**src/hdl/srb_pkg.sv**
```systemverilog
// package for the bitmap shape rasterizer: function codes, widths, command struct
// used by srb_ctrl, srb_datapath and shape_rasterizer_bitmap
package srb_pkg;
  localparam int CanvasWidthDef  = 64;
  localparam int CanvasHeightDef = 32;
  localparam int RowBitsW        = 64;
  // stepping registers: coordinates, deltas and error terms fit in 12 bits
  localparam int StepW           = 12;

  localparam logic [2:0] FUNC_LINE   = 3'd0;
  localparam logic [2:0] FUNC_RECT   = 3'd1;
  localparam logic [2:0] FUNC_TRI    = 3'd2;
  localparam logic [2:0] FUNC_CIRCLE = 3'd3;
  localparam logic [2:0] FUNC_CLEAR  = 3'd4;
  localparam logic [2:0] FUNC_READ   = 3'd5;

  // datapath commands from the controller
  typedef struct packed {
    logic       load;      // capture the input item
    logic [1:0] seg_sel;   // which segment of the shape to set up
    logic       seg_init;  // set up bresenham for seg_sel
    logic       seg_step;  // plot current point and advance
    logic       circ_init;
    logic       circ_step; // plot one of eight octant points
    logic       clr_step;  // write zero to clear row
    logic       rd_issue;  // read the selected row
    logic       px_issue;  // not driven or used; the pending pixel's row is the default ram address
    logic       px_write;  // write back the row with pixel set
    logic       out_load;  // load result register
  } srb_cmd_t;

  typedef struct packed {
    logic [2:0] func;
    logic       seg_done;  // current point is the end point
    logic       circ_done; // circle loop has ended
    logic       oct_last;  // eighth point of the current step
    logic       clr_last;
    logic       px_valid;  // pending point is on the canvas
  } srb_sts_t;
endpackage

```
**src/hdl/srb_ram.sv**
```systemverilog
// generic single-port ram with registered read
// no dependencies
module srb_ram #(
  parameter int Width = 64,
  parameter int Depth = 32
) (
  input  logic                     clk,
  input  logic                     we,
  input  logic [$clog2(Depth)-1:0] addr,
  input  logic [Width-1:0]         wdata,
  output logic [Width-1:0]         rdata
);
  logic [Width-1:0] mem [Depth];
  always_ff @(posedge clk) begin
    if (we) begin
      mem[addr] <= wdata;
    end
    rdata <= mem[addr];
  end
endmodule

```
**src/hdl/srb_datapath.sv**
```systemverilog
// datapath: bresenham line and circle stepping, pixel clip, canvas row ram, result register
// depends on srb_pkg and srb_ram
module srb_datapath
  import srb_pkg::*;
#(
  parameter int CanvasWidth  = CanvasWidthDef,
  parameter int CanvasHeight = CanvasHeightDef
) (
  input  logic            clk,
  input  logic            rst_n,
  input  srb_cmd_t        cmd,
  output srb_sts_t        sts,
  input  logic [2:0]      in_func,
  input  logic [47:0]     in_pts,
  input  logic [6:0]      in_radius,
  input  logic [4:0]      in_row_sel,
  output logic [RowBitsW-1:0] res_bits,
  output logic            res_read
);
  localparam int AddrW = $clog2(CanvasHeight);
  typedef logic signed [StepW-1:0] s_t;

  logic [2:0]  func_r;
  s_t ax_r, ay_r, bx_r, by_r, cx_r, cy_r;
  logic [6:0]  rad_r;
  logic [4:0]  row_r;
  // segment state
  s_t px_r, py_r, ex_r, ey_r, dx_r, dy_r, err_r;
  logic stx_r, sty_r;
  // circle state
  s_t u_r, v_r, d_r;
  logic [2:0] oct_r;
  // pending pixel
  s_t qx_r, qy_r;
  logic [AddrW:0] clr_r;
  logic [RowBitsW-1:0] res_bits_r;
  logic res_read_r;

  always_ff @(posedge clk) begin
    if (!rst_n) begin
      func_r <= '0;
    end else if (cmd.load) begin
      func_r <= in_func;
    end
  end

  always_ff @(posedge clk) begin
    if (cmd.load) begin
      ax_r <= StepW'($signed(in_pts[7:0]));
      ay_r <= StepW'($signed(in_pts[15:8]));
      bx_r <= StepW'($signed(in_pts[23:16]));
      by_r <= StepW'($signed(in_pts[31:24]));
      cx_r <= StepW'($signed(in_pts[39:32]));
      cy_r <= StepW'($signed(in_pts[47:40]));
      rad_r <= in_radius;
      row_r <= in_row_sel;
    end
  end

  // segment endpoints per shape and segment index
  s_t sax, say, sbx, sby;
  always_comb begin
    sax = ax_r; say = ay_r; sbx = bx_r; sby = by_r;
    case (func_r)
      FUNC_RECT: begin
        case (cmd.seg_sel)
          2'd0: begin sax = ax_r; say = ay_r; sbx = bx_r; sby = ay_r; end
          2'd1: begin sax = ax_r; say = by_r; sbx = bx_r; sby = by_r; end
          2'd2: begin sax = ax_r; say = ay_r; sbx = ax_r; sby = by_r; end
          default: begin sax = bx_r; say = ay_r; sbx = bx_r; sby = by_r; end
        endcase
      end
      FUNC_TRI: begin
        case (cmd.seg_sel)
          2'd0: begin sax = ax_r; say = ay_r; sbx = bx_r; sby = by_r; end
          2'd1: begin sax = bx_r; say = by_r; sbx = cx_r; sby = cy_r; end
          default: begin sax = cx_r; say = cy_r; sbx = ax_r; sby = ay_r; end
        endcase
      end
      default: ;
    endcase
  end

  s_t e2, adx, ady;
  assign e2  = err_r <<< 1;
  assign adx = (sbx > sax) ? sbx - sax : sax - sbx;
  assign ady = (sby > say) ? sby - say : say - sby;

  // octant point of the circle
  s_t ox, oy;
  always_comb begin
    case (oct_r)
      3'd0: begin ox = ax_r + u_r; oy = ay_r + v_r; end
      3'd1: begin ox = ax_r - u_r; oy = ay_r + v_r; end
      3'd2: begin ox = ax_r + u_r; oy = ay_r - v_r; end
      3'd3: begin ox = ax_r - u_r; oy = ay_r - v_r; end
      3'd4: begin ox = ax_r + v_r; oy = ay_r + u_r; end
      3'd5: begin ox = ax_r - v_r; oy = ay_r + u_r; end
      3'd6: begin ox = ax_r + v_r; oy = ay_r - u_r; end
      default: begin ox = ax_r - v_r; oy = ay_r - u_r; end
    endcase
  end

  always_ff @(posedge clk) begin
    if (cmd.seg_init) begin
      px_r <= sax; py_r <= say; ex_r <= sbx; ey_r <= sby;
      dx_r <= adx; dy_r <= -ady; err_r <= adx - ady;
      stx_r <= (sax < sbx); sty_r <= (say < sby);
    end else if (cmd.seg_step) begin
      qx_r <= px_r; qy_r <= py_r;
      if (e2 >= dy_r && e2 <= dx_r) begin
        err_r <= err_r + dy_r + dx_r;
      end else if (e2 >= dy_r) begin
        err_r <= err_r + dy_r;
      end else if (e2 <= dx_r) begin
        err_r <= err_r + dx_r;
      end
      if (e2 >= dy_r) px_r <= stx_r ? px_r + s_t'(1) : px_r - s_t'(1);
      if (e2 <= dx_r) py_r <= sty_r ? py_r + s_t'(1) : py_r - s_t'(1);
    end
    if (cmd.circ_init) begin
      u_r <= '0;
      v_r <= s_t'(rad_r);
      d_r <= s_t'(3) - (s_t'(rad_r) <<< 1);
      oct_r <= '0;
    end else if (cmd.circ_step) begin
      qx_r <= ox; qy_r <= oy;
      oct_r <= oct_r + 3'd1;
      if (oct_r == 3'd7) begin
        u_r <= u_r + s_t'(1);
        if (d_r > 0) begin
          v_r <= v_r - s_t'(1);
          d_r <= d_r + ((u_r + s_t'(1) - (v_r - s_t'(1))) <<< 2) + s_t'(10);
        end else begin
          d_r <= d_r + ((u_r + s_t'(1)) <<< 2) + s_t'(6);
        end
      end
    end
  end

  always_ff @(posedge clk) begin
    if (!rst_n) begin
      clr_r <= '0;
    end else if (cmd.load) begin
      clr_r <= '0;
    end else if (cmd.clr_step) begin
      clr_r <= clr_r + 1'b1;
    end
  end

  logic q_ok;
  assign q_ok = (qx_r >= 0) && (qx_r < CanvasWidth) && (qy_r >= 0) && (qy_r < CanvasHeight);

  logic we;
  logic [AddrW-1:0] addr;
  logic [RowBitsW-1:0] wdata, rdata;
  always_comb begin
    we = 1'b0;
    addr = qy_r[AddrW-1:0];
    wdata = rdata | (RowBitsW'(1) << qx_r[5:0]);
    if (cmd.clr_step) begin
      we = 1'b1; addr = clr_r[AddrW-1:0]; wdata = '0;
    end else if (cmd.rd_issue) begin
      addr = AddrW'(row_r);
    end else if (cmd.px_write) begin
      we = 1'b1;
    end
  end

  srb_ram #(.Width(RowBitsW), .Depth(CanvasHeight)) u_ram (
    .clk(clk), .we(we), .addr(addr), .wdata(wdata), .rdata(rdata)
  );

  always_ff @(posedge clk) begin
    if (cmd.out_load) begin
      res_read_r <= (func_r == FUNC_READ);
      res_bits_r <= (func_r == FUNC_READ && 32'(row_r) < CanvasHeight) ? rdata : '0;
    end
  end

  assign res_bits = res_bits_r;
  assign res_read = res_read_r;

  assign sts.func      = func_r;
  assign sts.seg_done  = (px_r == ex_r) && (py_r == ey_r);
  assign sts.circ_done = (v_r < u_r);
  assign sts.oct_last  = (oct_r == 3'd7);
  assign sts.clr_last  = (clr_r == (AddrW+1)'(CanvasHeight - 1));
  assign sts.px_valid  = q_ok;
endmodule

```
**src/hdl/srb_ctrl.sv**
```systemverilog
// controller fsm: sequences segments, circle octants, pixel read-modify-write and output
// depends on srb_pkg
module srb_ctrl
  import srb_pkg::*;
(
  input  logic     clk,
  input  logic     rst_n,
  input  logic     in_fire,
  input  logic     out_busy,
  input  srb_sts_t sts,
  output srb_cmd_t cmd,
  output logic     idle,
  output logic     out_set
);
  typedef enum logic [9:0] {
    S_IDLE  = 10'b0000000001,
    S_DISP  = 10'b0000000010,
    S_SINIT = 10'b0000000100,
    S_SSTEP = 10'b0000001000,
    S_CINIT = 10'b0000010000,
    S_CSTEP = 10'b0000100000,
    S_PXRD  = 10'b0001000000,
    S_PXWR  = 10'b0010000000,
    S_CLR   = 10'b0100000000,
    S_RDWT  = 10'b1000000000
  } state_t;

  state_t state_r, state_nxt;
  logic [1:0] seg_r, seg_nxt;
  logic last_r, last_nxt; // pending pixel is the final one of its segment
  logic circ_r, circ_nxt;
  logic rdv_r, rdv_nxt;   // read data of the row read is valid next cycle
  // the clear pass after reset gives no result; a clear command gives one
  logic clr_cmd_r;

  logic [1:0] seg_max;
  assign seg_max = (sts.func == FUNC_RECT) ? 2'd3 : (sts.func == FUNC_TRI) ? 2'd2 : 2'd0;

  always_ff @(posedge clk) begin
    if (!rst_n) begin
      state_r <= S_CLR; seg_r <= '0; last_r <= 1'b0; circ_r <= 1'b0; rdv_r <= 1'b0;
    end else begin
      state_r <= state_nxt; seg_r <= seg_nxt; last_r <= last_nxt;
      circ_r <= circ_nxt; rdv_r <= rdv_nxt;
    end
  end

  always_ff @(posedge clk) begin
    if (!rst_n) begin
      clr_cmd_r <= 1'b0;
    end else if (cmd.load) begin
      clr_cmd_r <= 1'b1;
    end
  end

  always_comb begin
    cmd = '0;
    cmd.seg_sel = seg_r;
    state_nxt = state_r; seg_nxt = seg_r; last_nxt = last_r;
    circ_nxt = circ_r; rdv_nxt = 1'b0;
    out_set = 1'b0;
    idle = (state_r == S_IDLE) && !out_busy;
    case (state_r)
      S_IDLE: begin
        if (in_fire) begin
          cmd.load = 1'b1;
          state_nxt = S_DISP;
        end
      end
      S_DISP: begin
        seg_nxt = '0;
        case (sts.func)
          FUNC_LINE, FUNC_RECT, FUNC_TRI: begin
            circ_nxt = 1'b0; state_nxt = S_SINIT;
          end
          FUNC_CIRCLE: begin
            circ_nxt = 1'b1; state_nxt = S_CINIT;
          end
          FUNC_CLEAR: state_nxt = S_CLR;
          FUNC_READ: begin
            cmd.rd_issue = 1'b1; state_nxt = S_RDWT;
          end
          default: begin
            cmd.out_load = 1'b1; out_set = 1'b1; state_nxt = S_IDLE;
          end
        endcase
      end
      S_SINIT: begin
        cmd.seg_init = 1'b1; state_nxt = S_SSTEP;
      end
      S_SSTEP: begin
        cmd.seg_step = 1'b1;
        last_nxt = sts.seg_done;
        state_nxt = S_PXRD;
      end
      S_CINIT: begin
        cmd.circ_init = 1'b1; state_nxt = S_CSTEP;
      end
      S_CSTEP: begin
        if (sts.circ_done) begin
          cmd.out_load = 1'b1; out_set = 1'b1; state_nxt = S_IDLE;
        end else begin
          cmd.circ_step = 1'b1; last_nxt = 1'b0; state_nxt = S_PXRD;
        end
      end
      S_PXRD: begin
        // address is the pending row; data arrives next cycle
        state_nxt = S_PXWR;
      end
      S_PXWR: begin
        cmd.px_write = sts.px_valid;
        if (circ_r) begin
          state_nxt = S_CSTEP;
        end else if (!last_r) begin
          state_nxt = S_SSTEP;
        end else if (seg_r != seg_max) begin
          seg_nxt = seg_r + 2'd1; state_nxt = S_SINIT;
        end else begin
          state_nxt = S_IDLE;
        end
        if (!circ_r && last_r && seg_r == seg_max) begin
          cmd.out_load = 1'b1; out_set = 1'b1;
        end
      end
      S_CLR: begin
        cmd.clr_step = 1'b1;
        if (sts.clr_last) begin
          state_nxt = S_IDLE;
          out_set = clr_cmd_r;
          cmd.out_load = clr_cmd_r;
        end
      end
      S_RDWT: begin
        cmd.rd_issue = 1'b1;
        rdv_nxt = 1'b1;
        if (rdv_r) begin
          cmd.out_load = 1'b1; out_set = 1'b1; state_nxt = S_IDLE;
        end
      end
      default: state_nxt = S_IDLE;
    endcase
  end
endmodule

```
**src/hdl/shape_rasterizer_bitmap.sv**
```systemverilog
// top level of the bitmap shape rasterizer
// depends on srb_pkg, srb_ctrl, srb_datapath, srb_ram
//
// One command at a time. Each plotted point is a step, a row read and a row
// write through the single port of the canvas row ram. A circle plots eight
// octant points per bresenham step. The next item can be accepted in the cycle
// its predecessor's result transfers. After reset a clearing pass over every
// canvas row runs before the first item is accepted. Every command returns
// exactly one result.
module shape_rasterizer_bitmap
  import srb_pkg::*;
#(
  parameter int CANVAS_WIDTH  = CanvasWidthDef,
  parameter int CANVAS_HEIGHT = CanvasHeightDef
) (
  input  logic        clk,
  input  logic        rst_n,
  input  logic        in_tvalid,
  output logic        in_tready,
  input  logic [63:0] in_tdata,   // func, p1_x, p1_y, p2_x, p2_y, p3_x, p3_y, radius, row_sel
  output logic        out_tvalid,
  input  logic        out_tready,
  output logic [63:0] out_tdata,  // row_bits[63:0]
  output logic        out_tuser   // is_read
);
  srb_cmd_t cmd;
  srb_sts_t sts;
  logic idle, out_set, out_valid_r;
  logic [RowBitsW-1:0] res_bits;
  logic res_read;

  assign in_tready = idle;

  srb_ctrl u_ctrl (
    .clk(clk), .rst_n(rst_n), .in_fire(in_tvalid && in_tready),
    .out_busy(out_valid_r && !out_tready),
    .sts(sts), .cmd(cmd), .idle(idle), .out_set(out_set)
  );

  srb_datapath #(.CanvasWidth(CANVAS_WIDTH), .CanvasHeight(CANVAS_HEIGHT)) u_dp (
    .clk(clk), .rst_n(rst_n), .cmd(cmd), .sts(sts),
    .in_func(in_tdata[2:0]), .in_pts(in_tdata[50:3]),
    .in_radius(in_tdata[57:51]), .in_row_sel(in_tdata[62:58]),
    .res_bits(res_bits), .res_read(res_read)
  );

  always_ff @(posedge clk) begin
    if (!rst_n) begin
      out_valid_r <= 1'b0;
    end else if (out_set) begin
      out_valid_r <= 1'b1;
    end else if (out_tready) begin
      out_valid_r <= 1'b0;
    end
  end

  assign out_tvalid = out_valid_r;
  assign out_tdata  = res_bits;
  assign out_tuser  = res_read;

  a_no_accept_busy: assert property (@(posedge clk) disable iff (!rst_n)
    in_tvalid && in_tready |-> !out_valid_r || out_tready)
    else $error("item accepted while result stalled");
  a_read_flag: assert property (@(posedge clk) disable iff (!rst_n)
    out_tvalid && !out_tuser |-> out_tdata == '0)
    else $error("nonzero row bits on non-read result");
endmodule
```
**config.mk**
```make
export PLATFORM = sky130hd
export DESIGN_NAME = shape_rasterizer_bitmap
export DESIGN_NICKNAME = d
export VERILOG_FILES = /design/src/hdl/srb_pkg.sv /design/src/hdl/srb_ram.sv /design/src/hdl/srb_datapath.sv /design/src/hdl/srb_ctrl.sv /design/src/hdl/shape_rasterizer_bitmap.sv
export SDC_FILE = /design/constraint.sdc
export NUM_CORES = 2
export LEC_CHECK = 0
export ABC_CLOCK_PERIOD_IN_PS = 10200
export BUFFER_PORTS_ARGS = -buffer_cell sky130_fd_sc_hd__buf_2
export CAP_MARGIN = 20
export CORE_ASPECT_RATIO = 0.75
export CORE_MARGIN = 5
export CORE_UTILIZATION = 36
export CTS_CLUSTER_DIAMETER = 80
export DETAILED_ROUTE_END_ITERATION = 16
export SYNTH_ARGS = -nofsm -noshare
export SYNTH_HDL_FRONTEND = slang
export SYNTH_SLANG_ARGS = --single-unit
```
**constraint.sdc**
```tcl
create_clock -name clk -period 10.2 [get_ports clk]
set_clock_uncertainty 0.2 [all_clocks]
set_input_delay 0.51 -clock clk [delete_from_list [all_inputs] [get_ports clk]]
set_output_delay 0.51 -clock clk [all_outputs]
set_load 0.005 [all_outputs]
```
# Yosys cells after proc, flatten, opt, wreduce, memory -nomap -nowiden
# Memories as Yosys holds them, arrays and structs flattened. A register that Yosys moved wholly into a read port is not among the register bits.
# Cells that the tools add are included.
# totals
elab_cells,258
ff_bits,300
n_memories,1
ram_bits,2048
input_bits,68
# classes
addsub,32
bitwise_logic,2
n_shift,1
n_mux,91
order_cmp,12
reduce_logical,48
eq_ne,36
# mem_list
name,words,word_bits,rd,rd_clocked_by_memory_dff,wr,line,source
u_dp.u_ram.mem,32,64,1,1,1,srb_ram.sv:13,logic [Width-1:0] mem [Depth];
# ops
operator,count
$mux W12,31
$pmux W12 S2,8
$pmux W10 S10,1
$pmux W12 S3,2
$mux W64,1
$or A64 B64 Y64,1
$shl A1 B6 Y64 const A,1
$add A12 B12 Y12,5
$sub A12 B12 Y12,5
$mux W10,5
$add A8 B12 Y12,4
$sub A8 B12 Y12,4
$pmux W10 S4,1
$add A12 B2 Y12 const B,3
$lt A12 B12 Y1,3
$sub A12 B2 Y12 const B,3
$mux W7,5
$eq A12 B12 Y1,2
$ge A12 B1 Y1 const B,2
$gt A12 B12 Y1,2
$mux W1,24
$reduce_bool A2 Y1,10
$eq A3 B3 Y1 const B,6
$reduce_and A2 Y1,7
49 further kinds,86

# Longest topological paths before layout
# logic_depth
depth_word,10
ltp_mapped,28
ltp_nobuf,25

# By module
# From an unflattened synthesis, not the netlist that was laid out.
# unflattened
hier_cells,6408
area_unflattened_um2,100184.8
# by_module_without_submodules
mod,cells_per_inst,instances,area_per_inst_um2
srb_ram,4136,1,78970.7
srb_datapath,2153,1,20174.3
srb_ctrl,115,1,992.2
shape_rasterizer_bitmap,4,1,47.5

# Worst setup path before layout
# Ideal clock, no wire load.
# synth_timing
path_type,register to register
from,reg u_ctrl.state_r[2]
to,"mem u_dp.u_ram.mem[10][0], enable pin"
stages_incl_launch_ff,13
n_path_buf,4
required_ps,9513
arrival_ps,5546
setup_time_ps,487
slack_ps,3967
period_less_slack_ps,6233
cell_sequence,dfxtp_1 clkbuf_1 or4_1 or3_4 nor3_4 o21ai_2 mux2i_1 o21ai_1 buf_2 buf_2 buf_1 nand2_1 nor2_1
# synth_via
elab_chain_len,7
word_cells_on_any_way,14
# synth_lines
item,line,source
start: declaration,srb_ctrl.sv:28,"state_t state_r, state_nxt;"
start signal: assignment,srb_ctrl.sv:43,state_r <= state_nxt; seg_r <= seg_nxt; last_r <= last_nxt;
$eq A10 B8 Y1,srb_ctrl.sv:63,case (state_r)
$mux W1,srb_ctrl.sv:63,
$mux W1,srb_datapath.sv:165,end else if (cmd.px_write) begin
$mux W1,srb_datapath.sv:163,end else if (cmd.rd_issue) begin
$mux W1,srb_datapath.sv:161,if (cmd.clr_step) begin
$mux W1,srb_ram.sv:15,if (we) begin
$mux W1 (not written as such),srb_ram.sv:16,mem[addr] <= wdata;
end: declaration,srb_ram.sv:13,
# Parallel ways exist; a longest one is shown, timed or not.

# Worst setup path after layout
# layout_timing
from,reg u_ctrl.seg_r[1]
to,"reg u_dp.err_r[9], data pin"
# layout_via
elab_chain_len,8
word_cells_on_any_way,26
# layout_lines
item,line,source
start: declaration,srb_ctrl.sv:29,"logic [1:0] seg_r, seg_nxt;"
start signal: assignment,srb_ctrl.sv:43,
$eq A2 B2 Y1 (tied with other cells),srb_datapath.sv:66,case (cmd.seg_sel)
$reduce_or A3 Y1 (no line),-,
$mux W12,srb_datapath.sv:66,
$pmux W12 S2,srb_datapath.sv:64,case (func_r)
$sub A12 B12 Y12 / $gt A12 B12 Y1 (equally long branches),srb_datapath.sv:86,assign adx = (sbx > sax) ? sbx - sax : sax - sbx;
$mux W12 *,srb_datapath.sv:86,
named net u_dp.adx[2],srb_datapath.sv:84,"s_t e2, adx, ady;"
$sub A12 B12 Y12 *,srb_datapath.sv:107,dx_r <= adx; dy_r <= -ady; err_r <= adx - ady;
$mux W12 *,srb_datapath.sv:105,if (cmd.seg_init) begin
end signal: assignment,srb_datapath.sv:112,err_r <= err_r + dy_r + dx_r;
end signal: assignment,srb_datapath.sv:114,err_r <= err_r + dy_r;
end signal: assignment,srb_datapath.sv:116,err_r <= err_r + dx_r;
end: declaration,srb_datapath.sv:28,"s_t px_r, py_r, ex_r, ey_r, dx_r, dy_r, err_r;"
# Mark *: on every way through the listed nets, which the timed path passes. The rest lies on a longest branch.
# A chain may end at the register's enable or synchronous reset.

==> results.json <==
{
  "synthFlopType": "edfxtp_1",
  "wl_per_cell_um": 28.8,
  "largest_reg_flops": 2048,
  "mostFrequentLayoutCell": "edfxtp_1",
  "grt_util_all_layers": 0.190,
  "synth-seq-area-share": 0.711,
  "ir_drop_mv": 0.181,
  "vias": 55574,
  "synth-warning-count": 0,
  "timing_worst_slew_pin_value_ps": 1190,
  "cts_setup_buffers": 0,
  "setup_tns_ps": 0,
  "drive_gt1_frac": 0.203,
  "fmax_mhz": 138,
  "critPathMaxStageDelay_ps": 800,
  "pwr-share-comb": 0.182,
  "hold-worst-slack_ps": 196,
  "dpl.hpwl_um": 153000,
  "grt_overflow_total": 0,
  "clock_sinks": 2402,
  "grt_max_degree": 140,
  "clk_pin_slew_ps": 70,
  "grt_pass1_wl_um": 399000,
  "crit_type": "reg -> reg",
  "route.detailed.drc": 0,
  "ys_ff_latch": 2402,
  "cap_viol_max_count": 0,
  "cp_slowest_cell": "nor2b_1",
  "power_frac_clock": 0.338,
  "via_per_inst": 5.69,
  "synthesis.nets": 5881,
  "internal_power_w": 0.0186,
  "rsz0062_at_grt": "no",
  "regToRegStartpoint": "u_ctrl.seg_r[1]$_SDFFE_PN0P_",
  "ioPinCount": 135,
  "seqPwrFrac": 0.480,
  "clk_path_buf_depth": 4,
  "drv_slew": 0,
  "fp.dieW_um": 617,
  "synth-edff-count": 2268,
  "fin_ws_ps": 2930,
  "syn_area_per_cell_um2": 17.8,
  "nets": 6238,
  "totalWireLength_um": 282000,
  "fp.dieH_um": 465,
  "gp_congestion": 0.846,
  "syn_inst": 5593,
  "crit_top_cell": "ha_1",
  "min_period_ps": 7270,
  "fin_crit_sh": 0.712,
  "initial_core_util": 0.361,
  "synth_cell_types": 81,
  "synth_area_um2": 99500,
  "cp-end-kind": "flop",
  "setup_viol": 0,
  "setup.worst_path.start": "u_ctrl.seg_r[1]$_SDFFE_PN0P_",
  "cts-root-buf": "clkbuf_16",
  "p_per_area_nw_per_um2": 222,
  "area_growth_pct": 14.1,
  "status": "finished, final reports clean",
  "timing.critical_path.from_type": "flop",
  "critPathMaxFanout": 45,
  "final_cell_mix": "edfxtp_1, mux4_2, a22oi_1, nor2_1, clkbuf_16",
  "worst-endpoint-required_ps": 10530,
  "dpl_worst_slack_ps": 3100,
  "cp_cell_sequence": "inv_1 > ha_1 > buf_4 > nor2b_1 > a21oi_1 > a21oi_1 > o21ai_0 > a221oi_1 > ha_1 > and2_0 > o2111ai_1 > and4_1 > nor2_2 > mux2i_1 > xor2_1 > ha_1 > o2111ai_1 > o32ai_1 > a2111oi_0 > a211oi_1 > o41ai_1 > xor2_1 > mux2i_1",
  "core_um2": 276000,
  "holdCritStartpoint": "in_tdata[51]",
  "p_sw_w": 0.00660,
  "worstPathArrival_ps": 7600,
  "dieArea_um2": 287000,
  "cts_tree": "done",
  "io_buffers": 133,
  "rows": 167,
  "power_leakage_nw": 37.2,
  "htree_levels": 4,
  "maxSlewHeadroom": 0.208,
  "ant_nets": 0,
  "swShare": 0.262,
  "async_flop_share": 0,
  "cts_resized": 0,
  "finalHoldViolCount": 0,
  "first_iter_violations": 7429,
  "antenna_found_initial": 9,
  "hp-class": "in -> reg",
  "insertion_delay_ps": 910,
  "grt_pass1_vias": 53912,
  "numCtsBuffers": 227,
  "first_pass_iters": 6,
  "top_register": "u_dp.u_ram.mem"
}
stage by stage:
stage	total power [W]	area [um^2]	utilization	cells
floorplan	0.0155	99500	-	5593
global placement	0.0168	106000	0.383	9283
detailed placement	0.0169	106000	0.383	9283
CTS	0.0254	114000	0.412	9762
global route	0.0262	114000	0.412	9764
finish	0.0252	114000	0.412	9767
routing by layer:
layer | wire, um | part of all wire | GRT usage
met1 | 123000 | 0.44 | 0.286
met2 | 128000 | 0.46 | 0.293
met3 | 26300 | 0.093 | 0.0350
met4 | 4350 | 0.015 | 0.0326
met5 | 0 | 0 | 0
cell families after synthesis:
logic type / after synthesis / synth area share
flip-flops: 2402 / 0.711
multiplexers: 569 / 0.122
adder cells (fa/ha/maj): 222 / 0.0289
XOR/XNOR: 203 / 0.0179
buffers and inverters: 434 / 0.0181
AND/OR/NAND/NOR: 844 / 0.0413
AO/OA/AOI/OAI: 919 / 0.0609
worst paths after layout:
path,cells after the start,endpoint,slack [ps]
max,23,u_dp.err_r[9]$_DFFE_PP_,2930
min,2,u_dp.rad_r[0]$_DFFE_PP_,200
max reg2reg,23,u_dp.err_r[9]$_DFFE_PP_,2930
min reg2reg,1,u_ctrl.clr_cmd_r$_SDFFE_PN0P_,300
critical path, delay by kind of cell, from the launching register on:
kind / cells / cell delay (ps)
muxes: 2 / 350
and+or+nand+nor: 4 / 1800
AOI/OAI and AO/OA: 10 / 2420
DFF: 1 / 340
xor gates and xnor gates: 2 / 420
adders and majority gates: 3 / 860
buffers and inverters: 2 / 550
synthesized netlist by cell type, types with 79 or more instances:
cell type	count	area share
nor2_1	272	0.010
edfxtp_1	2268	0.68
clkbuf_1	186	0.0070
a21oi_1	225	0.011
dfxtp_1	134	0.027
inv_1	157	0.0059
xnor2_1	136	0.012
mux4_2	513	0.12
a22oi_1	262	0.020
o21ai_0	151	0.0076
nand4_1	79	0.0050
nand2_1	190	0.0072
ha_1	206	0.026
cell type report:
class	instances	area, um^2
Multi-Input combinational cell	2757	27300
Sequential cell	2402	70800
Tap cell	3633	4550
Fill cell	24334	162000
Timing Repair Buffer	400	2970
Antenna cell	3	7.51
Inverter	162	608
Clock buffer	308	6200
Clock inverter	102	1170
power groups by stage:
stage                     clock network, W  registers (W)  logic (W)
after floorplan                          0         0.0121    0.00332
after global placement                   0         0.0123    0.00452
after detailed placement                 0         0.0123    0.00458
after CTS                          0.00867         0.0121    0.00462
after global routing               0.00911         0.0121    0.00493
final                              0.00852         0.0121    0.00459
what timing repair did:
item | CTS | global route
hold buffers | 69 | 0
endpoints found under the hold margin | 80 | 0
setup endpoints to repair | 0 | 0
No activity file was read; power rests on OpenSTA's default activity.
